===== config.mk =====
export PLATFORM = sky130hd
export DESIGN_NAME = double_ended_queue
export DESIGN_NICKNAME = d
export VERILOG_FILES = /design/src/rtl/deq_pkg.sv /design/src/rtl/deq_ram.sv /design/src/rtl/deq_ctrl.sv /design/src/rtl/double_ended_queue.sv
export SDC_FILE = /design/constraint.sdc
export NUM_CORES = 1
export LEC_CHECK = 0
export BUFFER_PORTS_ARGS = -buffer_cell sky130_fd_sc_hd__buf_4
export CORE_MARGIN = 1.5
export CORE_UTILIZATION = 35
export DETAILED_ROUTE_END_ITERATION = 16
export PLACE_DENSITY = 0.52
export REMOVE_ABC_BUFFERS = 1
export SLEW_MARGIN = 20
export SYNTH_ARGS = -nofsm -noshare
export SYNTH_HDL_FRONTEND = slang
export SYNTH_SLANG_ARGS = --single-unit

===== constraint.sdc =====
create_clock -name clk -period 5.9 [get_ports clk]
set_input_delay 1.18 -clock clk [delete_from_list [all_inputs] [get_ports clk]]
set_output_delay 1.18 -clock clk [all_outputs]
set_load 0.01 [all_outputs]

===== src/rtl/deq_pkg.sv =====
// deq_pkg: sizes, codes and transfer structs for the double-ended queue
// no dependencies; imported by deq_ctrl, double_ended_queue, deq_checker and the bench
package deq_pkg;

    localparam int DEPTH      = 16;
    localparam int ELEM_WIDTH = 32;
    localparam int IDX_W      = (DEPTH > 1) ? $clog2(DEPTH) : 1;
    localparam int CNT_W      = $clog2(DEPTH + 1);
    localparam int VALUE_W    = 32;
    localparam int COUNT_W    = 5;
    localparam int ACTION_W   = 3;
    localparam int STATUS_W   = 2;

    typedef enum logic [ACTION_W-1:0] {
        ACT_PUSH_FRONT = 3'd0,
        ACT_PUSH_BACK  = 3'd1,
        ACT_POP_FRONT  = 3'd2,
        ACT_POP_BACK   = 3'd3,
        ACT_LOOK       = 3'd4
    } action_t;

    typedef enum logic [STATUS_W-1:0] {
        ST_DONE  = 2'd0,
        ST_FULL  = 2'd1,
        ST_EMPTY = 2'd2
    } status_t;

    typedef enum logic [1:0] {
        S_IDLE,
        S_READ,
        S_RESP
    } state_t;

    typedef struct packed {
        logic [ACTION_W-1:0] action;
        logic [VALUE_W-1:0]  value;
    } deq_in_t;

    typedef struct packed {
        logic [VALUE_W-1:0]  front_value;
        logic [VALUE_W-1:0]  back_value;
        logic                is_empty;
        logic [COUNT_W-1:0]  count;
        logic [STATUS_W-1:0] status;
    } deq_out_t;

    // controller to storage
    typedef struct packed {
        logic                  we;
        logic [IDX_W-1:0]      waddr;
        logic [ELEM_WIDTH-1:0] wdata;
        logic                  re;
        logic [IDX_W-1:0]      raddr_a;
        logic [IDX_W-1:0]      raddr_b;
    } mem_req_t;

    function automatic logic [IDX_W-1:0] step_up(input logic [IDX_W-1:0] i);
        logic [IDX_W-1:0] r;
        r = (i == IDX_W'(DEPTH - 1)) ? '0 : i + IDX_W'(1);
        return r;
    endfunction

    function automatic logic [IDX_W-1:0] step_down(input logic [IDX_W-1:0] i);
        logic [IDX_W-1:0] r;
        r = (i == '0) ? IDX_W'(DEPTH - 1) : i - IDX_W'(1);
        return r;
    endfunction

endpackage


===== src/rtl/deq_ram.sv =====
// deq_ram: generic one-write two-read synchronous ram, registered read data
// no package dependency
module deq_ram #(
    parameter int DEPTH = 16,
    parameter int WIDTH = 32,
    parameter int AW    = (DEPTH > 1) ? $clog2(DEPTH) : 1
) (
    input  logic             clk,
    input  logic             we,
    input  logic [AW-1:0]    waddr,
    input  logic [WIDTH-1:0] wdata,
    input  logic             re,
    input  logic [AW-1:0]    raddr_a,
    input  logic [AW-1:0]    raddr_b,
    output logic [WIDTH-1:0] rdata_a,
    output logic [WIDTH-1:0] rdata_b
);

    logic [WIDTH-1:0] mem [DEPTH];

    always_ff @(posedge clk)
    begin
        if (we)
        begin
            mem[waddr] <= wdata;
        end
    end

    always_ff @(posedge clk)
    begin
        if (re)
        begin
            rdata_a <= mem[raddr_a];
            rdata_b <= mem[raddr_b];
        end
    end

endmodule


===== src/rtl/deq_ctrl.sv =====
// deq_ctrl: ring indices, fill count, status and sequencing of one command
// depends on deq_pkg
module deq_ctrl (
    input  logic               clk,
    input  logic               rst_n,
    input  logic               start,
    input  deq_pkg::deq_in_t   cmd,
    output logic               busy,
    output logic               done,
    output deq_pkg::mem_req_t  mem_req,
    output logic [deq_pkg::CNT_W-1:0]    fill,
    output logic [deq_pkg::STATUS_W-1:0] status
);
    import deq_pkg::*;

    state_t           state_reg, state_next;
    logic [IDX_W-1:0] front_reg, front_next;
    logic [IDX_W-1:0] back_reg, back_next;
    logic [CNT_W-1:0] fill_reg, fill_next;
    status_t          status_reg, status_next;

    logic accept;
    logic is_push, is_pop, is_full, is_empty, do_write;

    assign accept   = start && !busy;
    assign is_push  = (cmd.action == ACT_PUSH_FRONT) || (cmd.action == ACT_PUSH_BACK);
    assign is_pop   = (cmd.action == ACT_POP_FRONT) || (cmd.action == ACT_POP_BACK);
    assign is_full  = (fill_reg == CNT_W'(DEPTH));
    assign is_empty = (fill_reg == '0);
    assign do_write = accept && is_push && !is_full;

    // index and fill update
    always_comb
    begin
        front_next  = front_reg;
        back_next   = back_reg;
        fill_next   = fill_reg;
        status_next = status_reg;
        if (accept)
        begin
            status_next = ST_DONE;
            if (is_push && is_full)
            begin
                status_next = ST_FULL;
            end
            else if (is_pop && is_empty)
            begin
                status_next = ST_EMPTY;
            end
            else
            begin
                case (cmd.action)
                    ACT_PUSH_FRONT:
                    begin
                        front_next = step_down(front_reg);
                        fill_next  = fill_reg + CNT_W'(1);
                    end
                    ACT_PUSH_BACK:
                    begin
                        back_next = step_up(back_reg);
                        fill_next = fill_reg + CNT_W'(1);
                    end
                    ACT_POP_FRONT:
                    begin
                        front_next = step_up(front_reg);
                        fill_next  = fill_reg - CNT_W'(1);
                    end
                    ACT_POP_BACK:
                    begin
                        back_next = step_down(back_reg);
                        fill_next = fill_reg - CNT_W'(1);
                    end
                    default:
                    begin
                        fill_next = fill_reg;
                    end
                endcase
            end
        end
    end

    always_ff @(posedge clk or negedge rst_n)
    begin
        if (!rst_n)
        begin
            state_reg <= S_IDLE;
            front_reg <= '0;
            back_reg  <= '0;
            fill_reg  <= '0;
        end
        else
        begin
            state_reg <= state_next;
            front_reg <= front_next;
            back_reg  <= back_next;
            fill_reg  <= fill_next;
        end
    end

    always_ff @(posedge clk)
    begin
        status_reg <= status_next;
    end

    // next state
    always_comb
    begin
        state_next = state_reg;
        unique case (state_reg)
            S_IDLE:  state_next = accept ? S_READ : S_IDLE;
            S_READ:  state_next = S_RESP;
            S_RESP:  state_next = accept ? S_READ : S_IDLE;
            default: state_next = S_IDLE;
        endcase
    end

    // state outputs
    always_comb
    begin
        busy = 1'b0;
        done = 1'b0;
        unique case (state_reg)
            S_IDLE:  busy = 1'b0;
            S_READ:  busy = 1'b1;
            S_RESP:  done = 1'b1;
            default: busy = 1'b0;
        endcase
    end

    // writes land on the accept edge, reads follow in the read state
    always_comb
    begin
        mem_req.we      = do_write;
        mem_req.waddr   = (cmd.action == ACT_PUSH_FRONT) ? step_down(front_reg) : back_reg;
        mem_req.wdata   = ELEM_WIDTH'(cmd.value);
        mem_req.re      = (state_reg == S_READ);
        mem_req.raddr_a = front_reg;
        mem_req.raddr_b = step_down(back_reg);
    end

    assign fill   = fill_reg;
    assign status = status_reg;

endmodule


===== src/rtl/double_ended_queue.sv =====
// double_ended_queue: top level of the bounded deque on a ring buffer
// depends on deq_pkg, deq_ctrl and deq_ram
//
// A command (push front, push back, pop front, pop back or look) is taken on
// the clock edge where start is high and busy is low. Exactly one result per
// command appears on result for a single cycle with done high, closing on a
// clock edge; the receiver cannot stall it, so capture it on that edge. busy
// is high for one cycle between command and result, so a new command may be
// given while done is high but not while busy is high. The pacing is set
// by the element ram: the push is written on the accept edge and the
// front and back slots are read back through its registered read ports in
// the following cycle. A push when the queue is full or a pop when it is
// empty changes nothing and reports a refused status; action codes above
// look behave as a look. front_value and back_value read as zero when the
// queue is empty.
module double_ended_queue (
    input  logic              clk,
    input  logic              rst_n,
    input  logic              start,
    input  deq_pkg::deq_in_t  cmd,
    output logic              busy,
    output logic              done,
    output deq_pkg::deq_out_t result
);
    import deq_pkg::*;

    mem_req_t              mem_req;
    logic [CNT_W-1:0]      fill;
    logic [STATUS_W-1:0]   status;
    logic [ELEM_WIDTH-1:0] rdata_front;
    logic [ELEM_WIDTH-1:0] rdata_back;
    logic                  empty;

    // sequencing, ring indices and fill count
    deq_ctrl u_ctrl (
        .clk     (clk),
        .rst_n   (rst_n),
        .start   (start),
        .cmd     (cmd),
        .busy    (busy),
        .done    (done),
        .mem_req (mem_req),
        .fill    (fill),
        .status  (status)
    );

    // element storage: one write port, two read ports for front and back
    deq_ram #(
        .DEPTH (DEPTH),
        .WIDTH (ELEM_WIDTH)
    ) u_ram (
        .clk     (clk),
        .we      (mem_req.we),
        .waddr   (mem_req.waddr),
        .wdata   (mem_req.wdata),
        .re      (mem_req.re),
        .raddr_a (mem_req.raddr_a),
        .raddr_b (mem_req.raddr_b),
        .rdata_a (rdata_front),
        .rdata_b (rdata_back)
    );

    assign empty = (fill == '0);

    // fill and status already hold the post-command state during done
    always_comb
    begin
        result.front_value = empty ? '0 : VALUE_W'(rdata_front);
        result.back_value  = empty ? '0 : VALUE_W'(rdata_back);
        result.is_empty    = empty;
        result.count       = COUNT_W'(fill);
        result.status      = status;
    end

endmodule


### Yosys cells after proc, flatten, opt, wreduce, memory -nomap -nowiden

Memory sizes are Yosys's and may differ from the RTL's. A register that Yosys moved wholly into a read port is not among the register bits.
Index checks and enable logic that the tools add are counted.
W data, S select, Z words.

* bits in writable memories: 512
* output and inout bits: 74
* input port bits: 38
* logic and storage cells: 62
* flip-flop bits (word level): 17
* memories kept: 1

* eq/ne operators: 8
* bitwise operators: 2
* reduce and logical (&&, ||, !) cells: 23
* multiplexer cells: 17
* add/subtract/negate cells: 6

Memories
* u_ram.mem: depth 16, width 32, rd ports 2, clocked after memory_dff 2, wr ports 1, RTL line deq_ram.sv:19 `logic [WIDTH-1:0] mem [DEPTH];`

Operators by type and width (count)
* $mux W32: 2
* $mux W4: 5
* $pmux W4 S2: 2
* $reduce_and A4 Y1: 3
* $pmux W5 S2: 1
* $add A4 B1 Y4 const B: 2
* $eq A4 B4 Y1 const B: 2
* $logic_not A4 Y1: 2
* $sub A4 B1 Y4 const B: 2
* $eq A3 B2 Y1 const B: 2
* $reduce_bool A2 Y1: 3
* $reduce_or A2 Y1: 3
* $add A5 B1 Y5 const B: 1
* $eq A5 B5 Y1 const B: 1
* $logic_and A1 B1 Y1: 5
* $logic_not A5 Y1: 1
* $mux W1: 5
* $sub A5 B1 Y5 const B: 1
* $pmux W2 S2: 1
* $eq A3 B1 Y1 const B: 1
* $logic_not A3 Y1: 1
* $eq A2 B1 Y1 const B: 1
* $eq A2 B2 Y1 const B: 1
* $logic_not A1 Y1: 2
* 4 further kinds: 6

### Depth between registers and ports, before layout

* depth after elaboration: 8
* depth in mapped cells: 11
* depth with buffers taken out: 8

### Modules after synthesis

From an unflattened synthesis, not the netlist that was laid out.

* cells, all modules: 1393
* area, all modules: 26959.6 um^2

By module, submodules not included
* deq_ram: instances 1, area each 24827.6 um^2, cells each 1141
* deq_ctrl: instances 1, area each 1490.2 um^2, cells each 170
* double_ended_queue: instances 1, area each 641.9 um^2, cells each 82

### Least setup slack after synthesis

No wires, ideal clock.

* path kind: reg-to-reg
* from: register u_ctrl.state_reg[1]
* to: memory u_ram.mem[15][0], enable pin
* path buffers: 0
* clock period less this slack: 4.972 ns
* data arrival time: 4.577 ns
* required time: 5.505 ns
* path slack: 0.928 ns
* setup time: 0.395 ns
* cell stages (with the launch flop): 6
* cells stage by stage: dfrtp_1 > nor2b_1 > or4_1 > and3b_1 > nand2_1 > nor2_1

* cells in the longest elaborated chain, start to end: 8

Ends and longest elaborated chain
* from (decl): RTL line deq_ctrl.sv:16 `state_t state_reg, state_next;`
* from (signal assigned): RTL line deq_ctrl.sv:93 `state_reg <= state_next;`
* $eq A2 B1 Y1: RTL line deq_ctrl.sv:122 `unique case (state_reg)`
* $mux W1: RTL line deq_ctrl.sv:122
* net busy: RTL line double_ended_queue.sv:21 `output logic busy,`
* $logic_not A1 Y1: RTL line deq_ctrl.sv:25 `assign accept = start && !busy;`
* $logic_and A1 B1 Y1: RTL line deq_ctrl.sv:25
* $logic_and A1 B1 Y1 (2 in a row): RTL line deq_ctrl.sv:30 `assign do_write = accept && is_push && !is_full;`
* $mux W1: RTL line deq_ram.sv:23 `if (we)`
* $mux W1 (not written as such): RTL line deq_ram.sv:25 `mem[waddr] <= wdata;`
* to (decl): RTL line deq_ram.sv:19

The timed path passes the listed nets, and every way through them passes these cells.

### Worst setup path in the final report

* from: register u_ctrl.front_reg[1]
* to: memory u_ram.mem[13][20], enable pin

* cells in the longest elaborated chain, start to end: 3

Ends and longest elaborated chain
* from (decl): RTL line deq_ctrl.sv:17 `logic [IDX_W-1:0] front_reg, front_next;`
* from (signal assigned): RTL line deq_ctrl.sv:94 `front_reg <= front_next;`
* $sub A4 B1 Y4 or $logic_not A4 Y1 (tied branches): RTL line deq_pkg.sv:65 `r = (i == '0) ? IDX_W'(DEPTH - 1) : i - IDX_W'(1);`
* $mux W4 (*): RTL line deq_pkg.sv:65
* $mux W4 (*): RTL line deq_ctrl.sv:134 `mem_req.waddr = (cmd.action == ACT_PUSH_FRONT) ? step_down(front_reg) : back_reg;`

Every way passes the cells marked *; elsewhere a longest branch is shown, timed or not.

==> implementation parameters <==
Parameter                              Value

Synth
  Most used DFF post-synth    sky130_fd_sc_hd__edfxtp_1
  Synth top area cells    sky130_fd_sc_hd__edfxtp_1 (64%), sky130_fd_sc_hd__mux4_2 (18%), sky130_fd_sc_hd__mux2i_1 (2.0%)
  Cell taking the most area after synthesis    sky130_fd_sc_hd__edfxtp_1
  Yosys cell types    61
  Number of enable flip-flop cells after synthesis    578
  Synthesis Warnings    0
  #FFs+latches synth    593
  Syn_area_per_cell    between 15 and 20 sq um
  Cell count after synthesis    approximately 1500
  Share of the yosys chip area belonging to registers    between 60 and 70%
  Proportion of netlist area held by the largest area contributor    around 64%
  Share of synthesized flip-flops with an asynchronous set or reset    2.53%
  Post-Synthesis Cell Area    27100 sq um

Critical path
  Critical path data required time    around 6.2 ns
  Critical path launch point type    register
  Endpoint kind of the worst setup timing path    register
  Number of cell instances on the worst register-to-register path    7
  Top fanout value on the critical path    42
  Type of the worst setup path    reg2reg
  WP data arrival    ~4.8 ns

Routing
  Count of nets left with antenna violations after detail routing    0
  Remaining DRCs    0
  Count of vias placed by the detailed router    around 16000
  Routed wire length per instance    ~30 um
  Total Wirelength    roughly 80000 um
  Number of search-and-repair iterations in the first detailed-routing pass    6
  Vias/cell    around 6
  Starting DRT DRC Count    roughly 1700

Timing
  Max Clk Rate    223 MHz
  Normalized max-slew margin    a little under a third
  Post-route setup TNS    0 ns
  Slew at the pin with the worst max-slew slack    ~1.0 ns
  Worst Hold Slack    ~0.42 ns
  Final-report hold violation count    0
  Count of endpoints failing setup in the final report    0
  Setup repair after global routing missed its margin    no
  Final min period    roughly 4.5 ns
  Worst setup skew after layout    between 0.02 and 0.025 ns
  Post-route clock period utilization    roughly 76%
  Total count of max-transition violations in the final report    0

Floorplan
  Die area    about 79000 sq um
  IO Pins    between 100 and 150
  Die Y-Extent    281 um
  Overall die width    281 um
  Starting Density    35.6%
  Count of standard-cell rows    101
  Standard cell core area    ~76000 sq um

GRT
  GRT Util Overall    a little over 20%
  Vias in the first global route    ~16000
  Wire length of the first global-routing pass    115000 um
  Pin count of the biggest net entering global routing    ~110
  Antenna violations before repair    2
  Total gr overflow    0

CTS
  Worst-case clock buffer depth    3
  CTS HTree Levels    3
  TritonCTS clock tree    built
  Buffer type at the clock tree root    sky130_fd_sc_hd__clkbuf_16
  Number of hold buffers added after CTS    0
  Number of buffers created by CTS    between 60 and 70
  Clock slew at reported path FFs    about 0.06 ns
  Num Clock Sinks    just under 600
  Insertion delay of the later-clocked pin in the worst-skew pair    0.61 ns
  Number of cells upsized or downsized after cts    0
  Buffers inserted by post-CTS timing repair    0

Finish
  Number of flip-flops in the largest register    just over 500
  Commonest non-fill, non-tap cells in the layout    sky130_fd_sc_hd__edfxtp_1 (578), sky130_fd_sc_hd__mux4_2 (218), sky130_fd_sc_hd__buf_4 (154)
  Register bank with the most flops    u_ram.mem
  Area growth from synthesis to final layout    15.3%
  Proportion of layout cells with a drive suffix above 1    30.4%
  Largest regs    u_ram.mem x512, u_ram.rdata_a x32, u_ram.rdata_b x32
  Most frequent standard cell in the layout excluding fill and tap cells    sky130_fd_sc_hd__edfxtp_1
  Antenna fix cells    0
  Net total in the final layout    between 1500 and 2000

Job
  Max-cap violations    0

Power and ir drop
  LEAKAGE    10.1 nW
  Total power after layout    16.7 mW
  VDD IR max    0.378 mV
  Pwr dens    roughly 540 nW/um^2

Status
  Outcome    finished, final reports clean

Placement
  Half-perimeter wire length of the detailed placement result    ~46000 um
  Routability cong.    between 0.8 and 0.9
  # port buffers    around 110

Min path
  Min-Delay Path Class    in2async
-- metrics by stage --
step	utilization (%)	instance area (sq um)	cells	setup slack, ns
after floorplan	-	26600	1388	-3.29
after global placement	38.4	29300	2575	1.43
after detailed placement	38.4	29300	2575	1.41
after CTS	41.0	31300	2690	1.31
after global routing	41.0	31300	2690	1.11
final	41.0	31300	2690	1.42
-- metal layers --
| layer | track usage [%] | wire (um) | up-vias |
|---|---|---|---|
| met5 | 0 | 13 | - |
| met4 | 7.20 | 2250 | 2 |
| li1 | - | - | 6534 |
| met3 | 4.00 | 6340 | 145 |
| met1 | 28.1 | 33600 | 8352 |
| met2 | 31.8 | 37500 | 745 |
-- area by class of cell --
cell class	count	area, sq um
flip-flops and latches	593	17700
repair buffers	157	1220
well taps	1030	1290
fillers	6822	45000
inverters	11	46.3
clock inverters	33	278
clock buffers	82	1730
multi-input cells	784	8980
-- synth_stat cells (25+ instances only) --
cell	n
sky130_fd_sc_hd__clkbuf_1	78
sky130_fd_sc_hd__a21oi_1	43
sky130_fd_sc_hd__a31oi_1	35
sky130_fd_sc_hd__nand2_1	63
sky130_fd_sc_hd__nor2b_1	72
sky130_fd_sc_hd__and3_1	25
sky130_fd_sc_hd__buf_2	26
sky130_fd_sc_hd__mux2i_1	55
sky130_fd_sc_hd__nor2_1	29
sky130_fd_sc_hd__a311o_1	27
sky130_fd_sc_hd__a22oi_1	31
sky130_fd_sc_hd__o211ai_1	28
sky130_fd_sc_hd__edfxtp_1	578
sky130_fd_sc_hd__mux4_2	218
-- where the power goes --
part | internal, mW | switching (mW) | total (mW) | leakage, nW
logic | 3.20 | 4.09 | 7.29 | 3.68
clock network | 2.23 | 1.71 | 3.93 | 0.979
registers | 5.10 | 0.417 | 5.52 | 5.40
-- critical path: stages (launching register included) --
cell and delay [ns]:
sky130_fd_sc_hd__dfrtp_4 0.82, sky130_fd_sc_hd__inv_2 0.53, sky130_fd_sc_hd__ha_1 0.34, sky130_fd_sc_hd__o21ba_2 0.18
sky130_fd_sc_hd__o31ai_1 0.50, sky130_fd_sc_hd__a32oi_1 0.39, sky130_fd_sc_hd__nor2_4 0.92, sky130_fd_sc_hd__buf_4 0.43
-- logic make-up after synthesis --
kind of cell / Yosys count / share of synthesized area, %
and+or+nand+nor: 233 / 4.56
AOI/OAI and AO/OA: 251 / 6.81
xor gates and xnor gates: 14 / 0.452
muxes: 278 / 20.3
DFF: 593 / 65.3
adders and majority gates: 8 / 0.397
buffers and inverters: 132 / 2.11
-- final timing paths --
kind,from,end,slack [ns]
setup / recovery,u_ctrl.front_reg[1],u_ram.mem[13][20],1.42
hold / removal,rst_n,u_ctrl.state_reg[0],0.42
setup reg to reg,u_ctrl.front_reg[1],u_ram.mem[13][20],1.42
hold reg to reg,u_ctrl.state_reg[0],u_ctrl.state_reg[0],0.47
max in group asynchronous,rst_n,u_ctrl.front_reg[1],5.26
min in group clk,u_ctrl.state_reg[0],u_ctrl.state_reg[0],0.47
No activity file was read; power rests on OpenSTA's default activity.
